File: src/hdl/pfr_pkg.sv
// Package for the packet frame receiver: event codes, classified-operation codes,
// register indexes and the structs passed between the front, queue and back.
// No dependencies.
package pfr_pkg;

	// Frame layout
	localparam int unsigned HEADER_BYTES = 5;
	localparam int unsigned FLAG_BYTES   = 4;
	localparam int unsigned FOOTER_BYTES = 7;

	// Result event codes
	localparam logic [2:0] EV_DISCARD  = 3'd0;
	localparam logic [2:0] EV_FRAMING  = 3'd1;
	localparam logic [2:0] EV_PAYLOAD  = 3'd2;
	localparam logic [2:0] EV_DONE     = 3'd3;
	localparam logic [2:0] EV_OVERFLOW = 3'd4;

	// Operation kinds produced by the front
	localparam logic [2:0] OP_DISCARD  = 3'd0;
	localparam logic [2:0] OP_START    = 3'd1;
	localparam logic [2:0] OP_HEADER   = 3'd2;
	localparam logic [2:0] OP_PAYLOAD  = 3'd3;
	localparam logic [2:0] OP_FLAG     = 3'd4;
	localparam logic [2:0] OP_CKSUM    = 3'd5;
	localparam logic [2:0] OP_DONE     = 3'd6;
	localparam logic [2:0] OP_OVERFLOW = 3'd7;

	// Header field select, taken from the low bits of the byte position
	localparam logic [1:0] HDR_LEN_LO  = 2'd0;
	localparam logic [1:0] HDR_MODULE  = 2'd1;
	localparam logic [1:0] HDR_COMMAND = 2'd2;
	localparam logic [1:0] HDR_LEN_HI  = 2'd3;

	// Configuration register indexes
	localparam logic [2:0] REG_START_SYMBOL   = 3'd0;
	localparam logic [2:0] REG_END_SYMBOL     = 3'd1;
	localparam logic [2:0] REG_MODULE_LIMIT   = 3'd2;
	localparam logic [2:0] REG_LENGTH_LIMIT   = 3'd3;
	localparam logic [2:0] REG_FRAME_CAPACITY = 3'd4;

	typedef struct packed {
		logic [7:0]  start_symbol;
		logic [7:0]  end_symbol;
		logic [7:0]  module_id_limit;
		logic [15:0] payload_length_limit;
		logic [15:0] frame_capacity;
	} cfg_t;

	typedef struct packed {
		logic [2:0]  kind;
		logic [7:0]  data;
		logic [15:0] pos;
		logic [1:0]  sel;
	} op_t;

	typedef struct packed {
		logic [2:0]  event_res;
		logic [7:0]  data_byte;
		logic [15:0] byte_position;
		logic [7:0]  module_id;
		logic [7:0]  command;
		logic [15:0] payload_length;
		logic [31:0] frame_flags;
		logic [3:0]  error_flags;
		logic        frame_last;
	} res_t;

endpackage

File: src/hdl/pfr_front.sv
// Front of the packet frame receiver: accepts bytes, tracks frame phase and position,
// and classifies each byte into an operation for the back. Depends on pfr_pkg.
module pfr_front (
	input  logic          clk,
	input  logic          arst_n,
	input  logic          rx_valid,
	output logic          rx_ready,
	input  logic [7:0]    rx_byte,
	input  pfr_pkg::cfg_t cfg,
	output logic          op_valid,
	input  logic          op_ready,
	output pfr_pkg::op_t  op
);
	import pfr_pkg::*;

	localparam logic [1:0] PH_WAIT    = 2'd0;
	localparam logic [1:0] PH_HEADER  = 2'd1;
	localparam logic [1:0] PH_PAYLOAD = 2'd2;
	localparam logic [1:0] PH_FOOTER  = 2'd3;

	logic [1:0]  phase_q, phase_d;
	logic [15:0] count_q, count_d;
	logic [15:0] len_q, len_d;
	logic        in_frame;
	logic [15:0] pos;
	logic [15:0] pos_inc;
	logic [15:0] new_len;
	logic        pay_end;
	logic [16:0] foot_idx;
	logic        take;

	// Transfer happens whenever a byte is valid and the queue has room
	assign rx_ready = op_ready;
	assign op_valid = rx_valid;
	assign take     = rx_valid && op_ready;

	// Classify the incoming byte and compute the next phase
	always_comb begin
		in_frame = (phase_q != PH_WAIT);
		pos      = in_frame ? count_q : 16'd0;
		pos_inc  = pos + 16'd1;
		new_len  = {len_q[15:8], rx_byte};
		pay_end  = ({1'b0, pos} + 17'd1) == (17'(HEADER_BYTES) + {1'b0, len_q});
		foot_idx = {1'b0, pos} - 17'(HEADER_BYTES) - {1'b0, len_q};
		phase_d  = phase_q;
		count_d  = count_q;
		len_d    = len_q;
		op.kind  = OP_DISCARD;
		op.data  = rx_byte;
		op.pos   = pos;
		op.sel   = pos[1:0];
		if (!in_frame && (rx_byte != cfg.start_symbol)) begin
			op.kind = OP_DISCARD;
			phase_d = PH_WAIT;
		end else if (pos >= cfg.frame_capacity) begin
			op.kind = OP_OVERFLOW;
			phase_d = PH_WAIT;
			count_d = 16'd0;
		end else if (!in_frame) begin
			op.kind = OP_START;
			phase_d = PH_HEADER;
			count_d = 16'd1;
		end else begin
			count_d = pos_inc;
			unique case (phase_q)
				PH_HEADER: begin
					op.kind = OP_HEADER;
					if (pos == 16'd3) begin
						len_d = {rx_byte, len_q[7:0]};
					end else if (pos == 16'd4) begin
						len_d   = new_len;
						phase_d = (new_len == 16'd0) ? PH_FOOTER : PH_PAYLOAD;
					end
				end
				PH_PAYLOAD: begin
					op.kind = OP_PAYLOAD;
					if (pay_end) begin
						phase_d = PH_FOOTER;
					end
				end
				default: begin
					if (foot_idx < 17'(FLAG_BYTES)) begin
						op.kind = OP_FLAG;
					end else if (foot_idx < 17'(FOOTER_BYTES - 1)) begin
						op.kind = OP_CKSUM;
					end else begin
						op.kind = OP_DONE;
						phase_d = PH_WAIT;
						count_d = 16'd0;
					end
				end
			endcase
		end
	end

	// Advance phase, position and length on each transfer
	always_ff @(posedge clk or negedge arst_n) begin
		if (!arst_n) begin
			phase_q <= PH_WAIT;
			count_q <= 16'd0;
			len_q   <= 16'd0;
		end else if (take) begin
			phase_q <= phase_d;
			count_q <= count_d;
			len_q   <= len_d;
		end
	end

endmodule

File: src/hdl/pfr_queue.sv
// Short operation queue between front and back of the packet frame receiver.
// Depends on pfr_pkg.
module pfr_queue #(
	parameter int unsigned DEPTH = 2
) (
	input  logic         clk,
	input  logic         arst_n,
	input  logic         push_valid,
	output logic         push_ready,
	input  pfr_pkg::op_t push_op,
	output logic         pop_valid,
	input  logic         pop_ready,
	output pfr_pkg::op_t pop_op
);
	import pfr_pkg::*;

	localparam int unsigned PTR_W = (DEPTH > 1) ? $clog2(DEPTH) : 1;
	localparam int unsigned CNT_W = $clog2(DEPTH + 1);

	op_t              entry_q [DEPTH];
	logic [PTR_W-1:0] wr_ptr_q;
	logic [PTR_W-1:0] rd_ptr_q;
	logic [CNT_W-1:0] count_q;
	logic             push;
	logic             pop;

	assign push_ready = (count_q != CNT_W'(DEPTH));
	assign pop_valid  = (count_q != '0);
	assign pop_op     = entry_q[rd_ptr_q];
	assign push       = push_valid && push_ready;
	assign pop        = pop_valid && pop_ready;

	// Store the pushed entry
	always_ff @(posedge clk) begin
		if (push) begin
			entry_q[wr_ptr_q] <= push_op;
		end
	end

	// Advance pointers and fill count
	always_ff @(posedge clk or negedge arst_n) begin
		if (!arst_n) begin
			wr_ptr_q <= '0;
			rd_ptr_q <= '0;
			count_q  <= '0;
		end else begin
			if (push) begin
				wr_ptr_q <= (wr_ptr_q == PTR_W'(DEPTH - 1)) ? '0 : wr_ptr_q + 1'b1;
			end
			if (pop) begin
				rd_ptr_q <= (rd_ptr_q == PTR_W'(DEPTH - 1)) ? '0 : rd_ptr_q + 1'b1;
			end
			if (push && !pop) begin
				count_q <= count_q + 1'b1;
			end else if (pop && !push) begin
				count_q <= count_q - 1'b1;
			end
		end
	end

endmodule

File: src/hdl/pfr_back.sv
// Back of the packet frame receiver: runs the checksum, holds header and footer fields,
// checks the frame at its end and drives the result register. Depends on pfr_pkg.
module pfr_back (
	input  logic          clk,
	input  logic          arst_n,
	input  pfr_pkg::cfg_t cfg,
	input  logic          op_valid,
	output logic          op_ready,
	input  pfr_pkg::op_t  op,
	output logic          res_valid,
	input  logic          res_ready,
	output pfr_pkg::res_t res
);
	import pfr_pkg::*;

	logic [15:0] sum_q, sum_d;
	logic [7:0]  mod_q, mod_d;
	logic [7:0]  cmd_q, cmd_d;
	logic [15:0] len_q, len_d;
	logic [31:0] flags_q, flags_d;
	logic [15:0] cksum_q, cksum_d;
	logic [15:0] sum_add;
	logic [15:0] sum_neg;
	logic        mod_over;
	logic        len_over;
	logic        res_valid_q;
	res_t        res_q, res_d;
	logic        take;

	assign take      = op_valid && (!res_valid_q || res_ready);
	assign op_ready  = !res_valid_q || res_ready;
	assign res_valid = res_valid_q;
	assign res       = res_q;

	// Carry out one operation and build its result
	always_comb begin
		sum_add  = sum_q + {8'd0, op.data};
		sum_neg  = 16'd0 - sum_q;
		mod_over = (mod_q > cfg.module_id_limit);
		len_over = (len_q > cfg.payload_length_limit);
		sum_d    = sum_q;
		mod_d    = mod_q;
		cmd_d    = cmd_q;
		len_d    = len_q;
		flags_d  = flags_q;
		cksum_d  = cksum_q;
		res_d               = '0;
		res_d.byte_position = op.pos;
		res_d.event_res     = EV_FRAMING;
		unique case (op.kind)
			OP_DISCARD: begin
				res_d.event_res = EV_DISCARD;
			end
			OP_OVERFLOW: begin
				res_d.event_res  = EV_OVERFLOW;
				res_d.frame_last = 1'b1;
			end
			OP_START: begin
				sum_d = {8'd0, op.data};
			end
			OP_HEADER: begin
				sum_d = sum_add;
				case (op.sel)
					HDR_MODULE:  mod_d = op.data;
					HDR_COMMAND: cmd_d = op.data;
					HDR_LEN_HI:  len_d = {op.data, len_q[7:0]};
					default:     len_d = {len_q[15:8], op.data};
				endcase
			end
			OP_PAYLOAD: begin
				sum_d           = sum_add;
				res_d.event_res = EV_PAYLOAD;
				res_d.data_byte = op.data;
			end
			OP_FLAG: begin
				sum_d   = sum_add;
				flags_d = {flags_q[23:0], op.data};
			end
			OP_CKSUM: begin
				cksum_d = {cksum_q[7:0], op.data};
			end
			default: begin
				res_d.event_res      = EV_DONE;
				res_d.frame_last     = 1'b1;
				res_d.module_id      = mod_q;
				res_d.command        = cmd_q;
				res_d.payload_length = len_q;
				res_d.frame_flags    = flags_q;
				res_d.error_flags[0] = mod_over;
				res_d.error_flags[1] = len_over;
				if (!mod_over && !len_over) begin
					res_d.error_flags[2] = (sum_neg != cksum_q);
					res_d.error_flags[3] = (op.data != cfg.end_symbol);
				end
			end
		endcase
	end

	// Hold frame state, update on each transfer from the queue
	always_ff @(posedge clk or negedge arst_n) begin
		if (!arst_n) begin
			sum_q   <= 16'd0;
			mod_q   <= 8'd0;
			cmd_q   <= 8'd0;
			len_q   <= 16'd0;
			flags_q <= 32'd0;
			cksum_q <= 16'd0;
		end else if (take) begin
			sum_q   <= sum_d;
			mod_q   <= mod_d;
			cmd_q   <= cmd_d;
			len_q   <= len_d;
			flags_q <= flags_d;
			cksum_q <= cksum_d;
		end
	end

	// Result register: load on transfer in, drop on transfer out
	always_ff @(posedge clk or negedge arst_n) begin
		if (!arst_n) begin
			res_valid_q <= 1'b0;
		end else if (take) begin
			res_valid_q <= 1'b1;
		end else if (res_ready) begin
			res_valid_q <= 1'b0;
		end
	end

	always_ff @(posedge clk) begin
		if (take) begin
			res_q <= res_d;
		end
	end

`ifndef ASSERT_OFF
	a_last_matches_event: assert property (@(posedge clk) disable iff (!arst_n)
		res_valid_q |-> (res_q.frame_last ==
			((res_q.event_res == EV_DONE) || (res_q.event_res == EV_OVERFLOW))))
		else $error("frame_last disagrees with event");
	a_errors_only_at_done: assert property (@(posedge clk) disable iff (!arst_n)
		(res_valid_q && (res_q.event_res != EV_DONE)) |-> (res_q.error_flags == 4'd0))
		else $error("error flags outside frame done");
	a_data_only_payload: assert property (@(posedge clk) disable iff (!arst_n)
		(res_valid_q && (res_q.event_res != EV_PAYLOAD)) |-> (res_q.data_byte == 8'd0))
		else $error("data byte outside payload");
	a_discard_at_zero: assert property (@(posedge clk) disable iff (!arst_n)
		(res_valid_q && (res_q.event_res == EV_DISCARD)) |-> (res_q.byte_position == 16'd0))
		else $error("discarded byte with nonzero position");
`endif

endmodule

File: src/hdl/packet_frame_receiver_core.sv
// Packet frame receiver: one byte per cycle sustained while results are taken,
// limited by the front's phase and position register loop. A byte is written into
// the queue when it transfers in, and its result is then loaded into the result register.
// Reset: configuration returns to its defaults, the queue and result register
// empty, and the receiver waits for a start symbol. Depends on pfr_pkg.
module packet_frame_receiver_core #(
	parameter int unsigned QUEUE_DEPTH = 2
) (
	input  logic        clk,
	input  logic        arst_n,
	input  logic        rx_valid,
	output logic        rx_ready,
	input  logic [7:0]  rx_byte,
	output logic        res_valid,
	input  logic        res_ready,
	output logic [2:0]  event_res,
	output logic [7:0]  data_byte,
	output logic [15:0] byte_position,
	output logic [7:0]  module_id,
	output logic [7:0]  command,
	output logic [15:0] payload_length,
	output logic [31:0] frame_flags,
	output logic [3:0]  error_flags,
	output logic        frame_last,
	input  logic        cfg_we,
	input  logic [2:0]  cfg_index,
	input  logic [15:0] cfg_data
);
	import pfr_pkg::*;

	cfg_t cfg_q;
	logic f_valid, f_ready;
	op_t  f_op;
	logic b_valid, b_ready;
	op_t  b_op;
	res_t res;

	// Configuration registers
	always_ff @(posedge clk or negedge arst_n) begin
		if (!arst_n) begin
			cfg_q.start_symbol         <= 8'd1;
			cfg_q.end_symbol           <= 8'd4;
			cfg_q.module_id_limit      <= 8'd255;
			cfg_q.payload_length_limit <= 16'd1024;
			cfg_q.frame_capacity       <= 16'd2048;
		end else if (cfg_we) begin
			case (cfg_index)
				REG_START_SYMBOL:   cfg_q.start_symbol         <= cfg_data[7:0];
				REG_END_SYMBOL:     cfg_q.end_symbol           <= cfg_data[7:0];
				REG_MODULE_LIMIT:   cfg_q.module_id_limit      <= cfg_data[7:0];
				REG_LENGTH_LIMIT:   cfg_q.payload_length_limit <= cfg_data;
				REG_FRAME_CAPACITY: cfg_q.frame_capacity       <= cfg_data;
				default: ;
			endcase
		end
	end

	pfr_front u_front (
		.clk      (clk),
		.arst_n   (arst_n),
		.rx_valid (rx_valid),
		.rx_ready (rx_ready),
		.rx_byte  (rx_byte),
		.cfg      (cfg_q),
		.op_valid (f_valid),
		.op_ready (f_ready),
		.op       (f_op)
	);

	pfr_queue #(
		.DEPTH (QUEUE_DEPTH)
	) u_queue (
		.clk        (clk),
		.arst_n     (arst_n),
		.push_valid (f_valid),
		.push_ready (f_ready),
		.push_op    (f_op),
		.pop_valid  (b_valid),
		.pop_ready  (b_ready),
		.pop_op     (b_op)
	);

	pfr_back u_back (
		.clk       (clk),
		.arst_n    (arst_n),
		.cfg       (cfg_q),
		.op_valid  (b_valid),
		.op_ready  (b_ready),
		.op        (b_op),
		.res_valid (res_valid),
		.res_ready (res_ready),
		.res       (res)
	);

	// Unpack the result onto its ports
	assign event_res      = res.event_res;
	assign data_byte      = res.data_byte;
	assign byte_position  = res.byte_position;
	assign module_id      = res.module_id;
	assign command        = res.command;
	assign payload_length = res.payload_length;
	assign frame_flags    = res.frame_flags;
	assign error_flags    = res.error_flags;
	assign frame_last     = res.frame_last;

endmodule
File: config.mk
export PLATFORM = sky130hd
export DESIGN_NAME = packet_frame_receiver_core
export DESIGN_NICKNAME = d
export VERILOG_FILES = /design/src/hdl/pfr_pkg.sv /design/src/hdl/pfr_front.sv /design/src/hdl/pfr_queue.sv /design/src/hdl/pfr_back.sv /design/src/hdl/packet_frame_receiver_core.sv
export SDC_FILE = /design/constraint.sdc
export NUM_CORES = 1
export LEC_CHECK = 0
export BUFFER_PORTS_ARGS = -buffer_cell sky130_fd_sc_hd__buf_2
export CAP_MARGIN = 5
export CORE_ASPECT_RATIO = 1.5
export CORE_MARGIN = 3
export CORE_UTILIZATION = 55
export DETAILED_ROUTE_END_ITERATION = 8
export GPL_ROUTABILITY_DRIVEN = 0
export PLACE_DENSITY = 0.77
export RECOVER_POWER = 50
export SYNTH_ARGS = -nofsm -noshare
export SYNTH_HDL_FRONTEND = slang
export SYNTH_SLANG_ARGS = --single-unit
File: constraint.sdc
create_clock -name clk -period 4.5 [get_ports clk]
set_input_delay 0.9 -clock clk [delete_from_list [all_inputs] [get_ports clk]]
set_output_delay 0.9 -clock clk [all_outputs]
set_load 0.005 [all_outputs]
==> flow_summary.json <==
{
  "skew_ns": 0.0149,
  "clock_path_buffers": 3,
  "hold_buffers": 0,
  "synth_fa_ha_area_share_pct": 6.64,
  "drv_slew": 95,
  "worstSetupPathType": "register to register",
  "worst_slack_ns": 0.226,
  "ys_top_cells_by_area": "edfxtp_1 26%, dfrtp_1 26%, mux2_2 6.6%",
  "max_stage_delay_ns": 0.43,
  "cts_root_buffer": "clkbuf_16",
  "path_common_cell": "ha_1",
  "r2r_slack_ns": 0.23,
  "yosysMostFrequentCell": "dfrtp_1",
  "coreArea_mm2": 0.0304,
  "overflow": 0,
  "grt_first_pass_wirelength_um": 65000,
  "synth_top_family_by_area": "simple AND/OR/NAND/NOR gates",
  "synth_mux_area_share_pct": 7.57,
  "slew-limit-headroom_pct": -64.5,
  "via_count": 12300,
  "cts.sink_count": 341,
  "vias_per_cell": 5.89,
  "die_h_um": 222,
  "yosys.area.top_type": "edfxtp_1",
  "grt_pass1_vias": 12200,
  "ant_nets": 0,
  "tns_ns": 0,
  "synth_xor_area_share_pct": 4.91,
  "synth.yosys.warnings": 0,
  "finalHoldViolCount": 0,
  "layout.nets": 1780,
  "violations": "max-capacitance violations, max-slew violations",
  "wl_per_cell_um": 20.0,
  "rr_worst_depth": 17,
  "synthFlopType": "dfrtp_1",
  "worst-path-max-fanout": 6,
  "cts_tree": "built",
  "ir_drop_mv": 0.456,
  "slowest_stage": "dfrtp_1",
  "worst_pin_slew_ns": 2.47,
  "period_needed_ns": 4.27,
  "drive_above_1_share_pct": 20.3,
  "die_x_um": 150,
  "synth_area_per_cell_um2": 11.3,
  "ys_seq_area_share_pct": 54.2,
  "drt-pass1-iter-count": 6,
  "p_leak_nw": 8.80,
  "netlist_instances": 1517,
  "whs_endpoint": "u_back.cmd_q[5]",
  "dieArea_mm2": 0.0334,
  "hpwlAfterDp_um": 30400,
  "drt_iter0_drc": 900,
  "placementRows": 78,
  "setup_viol": 0,
  "syn_nets": 1638,
  "start_kind": "register",
  "ys_async_sr_fraction_pct": 56.0,
  "outcome": "complete, but fails checks",
  "cp-end-kind": "register",
  "worst_hold_startpoint": "u_back.cmd_q[5]",
  "synth_simple_gate_area_share_pct": 13.1,
  "grt_antenna_before_repair": 0,
  "r2r_start": "u_front.phase_q[0]",
  "place_ws_ns": 0.0386,
  "wl_met1_um": 15400,
  "grt_max_degree": 98,
  "fmax_ghz": 0.234,
  "clk_pin_slew_ns": 0.06,
  "start_util_pct": 56.3,
  "synth_seq_cells": 341,
  "netlist_area_mm2": 0.0171,
  "ys_types": 75,
  "whs_path_depth": 2,
  "cts-buffers-inserted": 30,
  "drt-total-wl_um": 41700,
  "ys_top_cells_by_count": "179 x dfrtp_1, 150 x edfxtp_1, 136 x nand2_1, 120 x inv_1, 101 x mux2_2",
  "top_layer": "met4",
  "wl_met2_um": 21700,
  "crit_path_cell_trace": "inv_2, ha_1, buf_4, nor2b_1, ha_1, ha_2, inv_1, fa_1, nand2b_1, a211o_4, a2111oi_4, mux2i_2, nor4_4, nand4_1, or2_0, and2_1, o31ai_1",
  "grt_usage_pct": 24.8,
  "synth_top_area_share_pct": 26.3,
  "synth_compound_area_share_pct": 9.59,
  "period_share_pct": 95.0,
  "wl_met3_um": 1960,
  "port_buffers": 129,
  "hp-class": "register to register",
  "clk_latency_ns": 0.57,
  "worstPathArrival_ns": 4.73,
  "regToRegEndpoint": "u_front.phase_q[1]",
  "power.density_mw_per_mm2": 622,
  "drc": 0,
  "htree_levels": 1,
  "drv_cap": 1,
  "layout-area-overhead-vs-synth_pct": 13.6,
  "worst_ep_required_time_ns": 4.96,
  "synth-edff-count": 150,
  "ios": 130
}
sequential cells by signal, summed over array words and instances (netlist names):
register	count
cfg_q	56
u_back.cksum_q	16
u_back.cmd_q	8
u_back.flags_q	32
u_back.len_q	16
u_back.mod_q	8
u_back.res	96
u_back.res_valid	1
u_back.sum_q	16
u_front.count_q	16
u_front.len_q	16
u_front.phase_q	2
u_queue.count_q	2
u_queue.entry_q	54
u_queue.rd_ptr_q	1
u_queue.wr_ptr_q	1
layer usage:
layer / up-vias / global-route usage [%]
met4: 0 / 13.6
met1: 5927 / 28.1
met5: - / 0
met2: 472 / 44.8
met3: 152 / 2.75
li1: 5714 / -
final cells by class:
cell class                 instances  area [um^2]
tap                              400          500
timing repair buffer             166          916
inverter                         121          457
multi-input combinational        999         7250
fill                            2354        11000
clock inverter                    17          224
clock buffer                      39          815
antenna                            1         2.50
sequential                       341         9300
report_power, final:
part	switching, W	internal, W
logic	0.00258	0.00179
registers	0.000606	0.00445
clock network	0.00111	0.00156
logic make-up (layout without fill, tap and decap cells):
group / count (synthesis) / in the layout
xor+xnor: 93 / 93
flops: 341 / 341
mux: 117 / 117
compound gates: 255 / 255
fa+ha+maj: 90 / 90
simple gates: 444 / 444
other cells: 0 / 1
buf+inv: 177 / 343
stage by stage:
| stage | cells | utilization (%) | hold WS, ns | area, um^2 | power (W) |
|---|---|---|---|---|---|
| after floorplan | 1517 | - | 0.442 | 17100 | 0.00780 |
| after global placement | 2023 | 60.4 | 0.452 | 18400 | 0.00918 |
| after detailed placement | 2023 | 60.4 | 0.462 | 18400 | 0.00939 |
| after CTS | 2079 | 63.8 | 0.434 | 19400 | 0.0121 |
| after global routing | 2083 | 63.9 | 0.508 | 19500 | 0.0128 |
| final | 2084 | 63.9 | 0.470 | 19500 | 0.0121 |
worst max path at each step:
stage / startpoint / to / slack [ns] / depth (start not counted)
finish: u_front.phase_q[0] / u_front.phase_q[1] / 0.23 / 17
global route: u_front.phase_q[0] / u_front.phase_q[1] / -0.003 / 18
CTS: u_front.phase_q[0] / u_front.phase_q[0] / 0.008 / 18
detailed placement: u_front.phase_q[0] / u_front.phase_q[0] / 0.04 / 18
global placement: u_front.phase_q[0] / u_front.count_q[8] / 0.29 / 18
floorplan: u_front.phase_q[0] / u_front.count_q[10] / 0.31 / 18
critical path: cells and delay by family (launching register included):
family          cells  cell delay (ns)
compound gates      3             0.97
buf+inv             3             0.30
mux                 1             0.13
fa+ha+maj           4             1.02
flops               1             0.43
simple gates        6             1.30
timing repair:
item                       in CTS  in global routing
gates resized for setup         0                 13
setup endpoints to repair       0                 21
setup buffers                   0                  4
cell usage in the layout, fill, tap and decap left out, types with 8 or more instances in the layout:
cell	n
a21oi_1	51
nand2_1	136
mux2i_1	14
buf_2	118
ha_1	86
dfrtp_1	179
mux2_2	101
buf_4	32
o21ai_0	95
inv_1	118
a211oi_1	8
o21a_1	9
nor3_1	21
and3_1	70
clkbuf_1	19
xnor2_1	69
xor2_1	22
or3_1	8
clkbuf_16	30
a21o_1	15
nor4_1	16
nand3_1	29
nand4_1	21
nor2_1	76
nor2b_1	14
dfstp_2	12
nand2b_1	12
edfxtp_1	150
No activity file was read; power rests on OpenSTA's default activity.
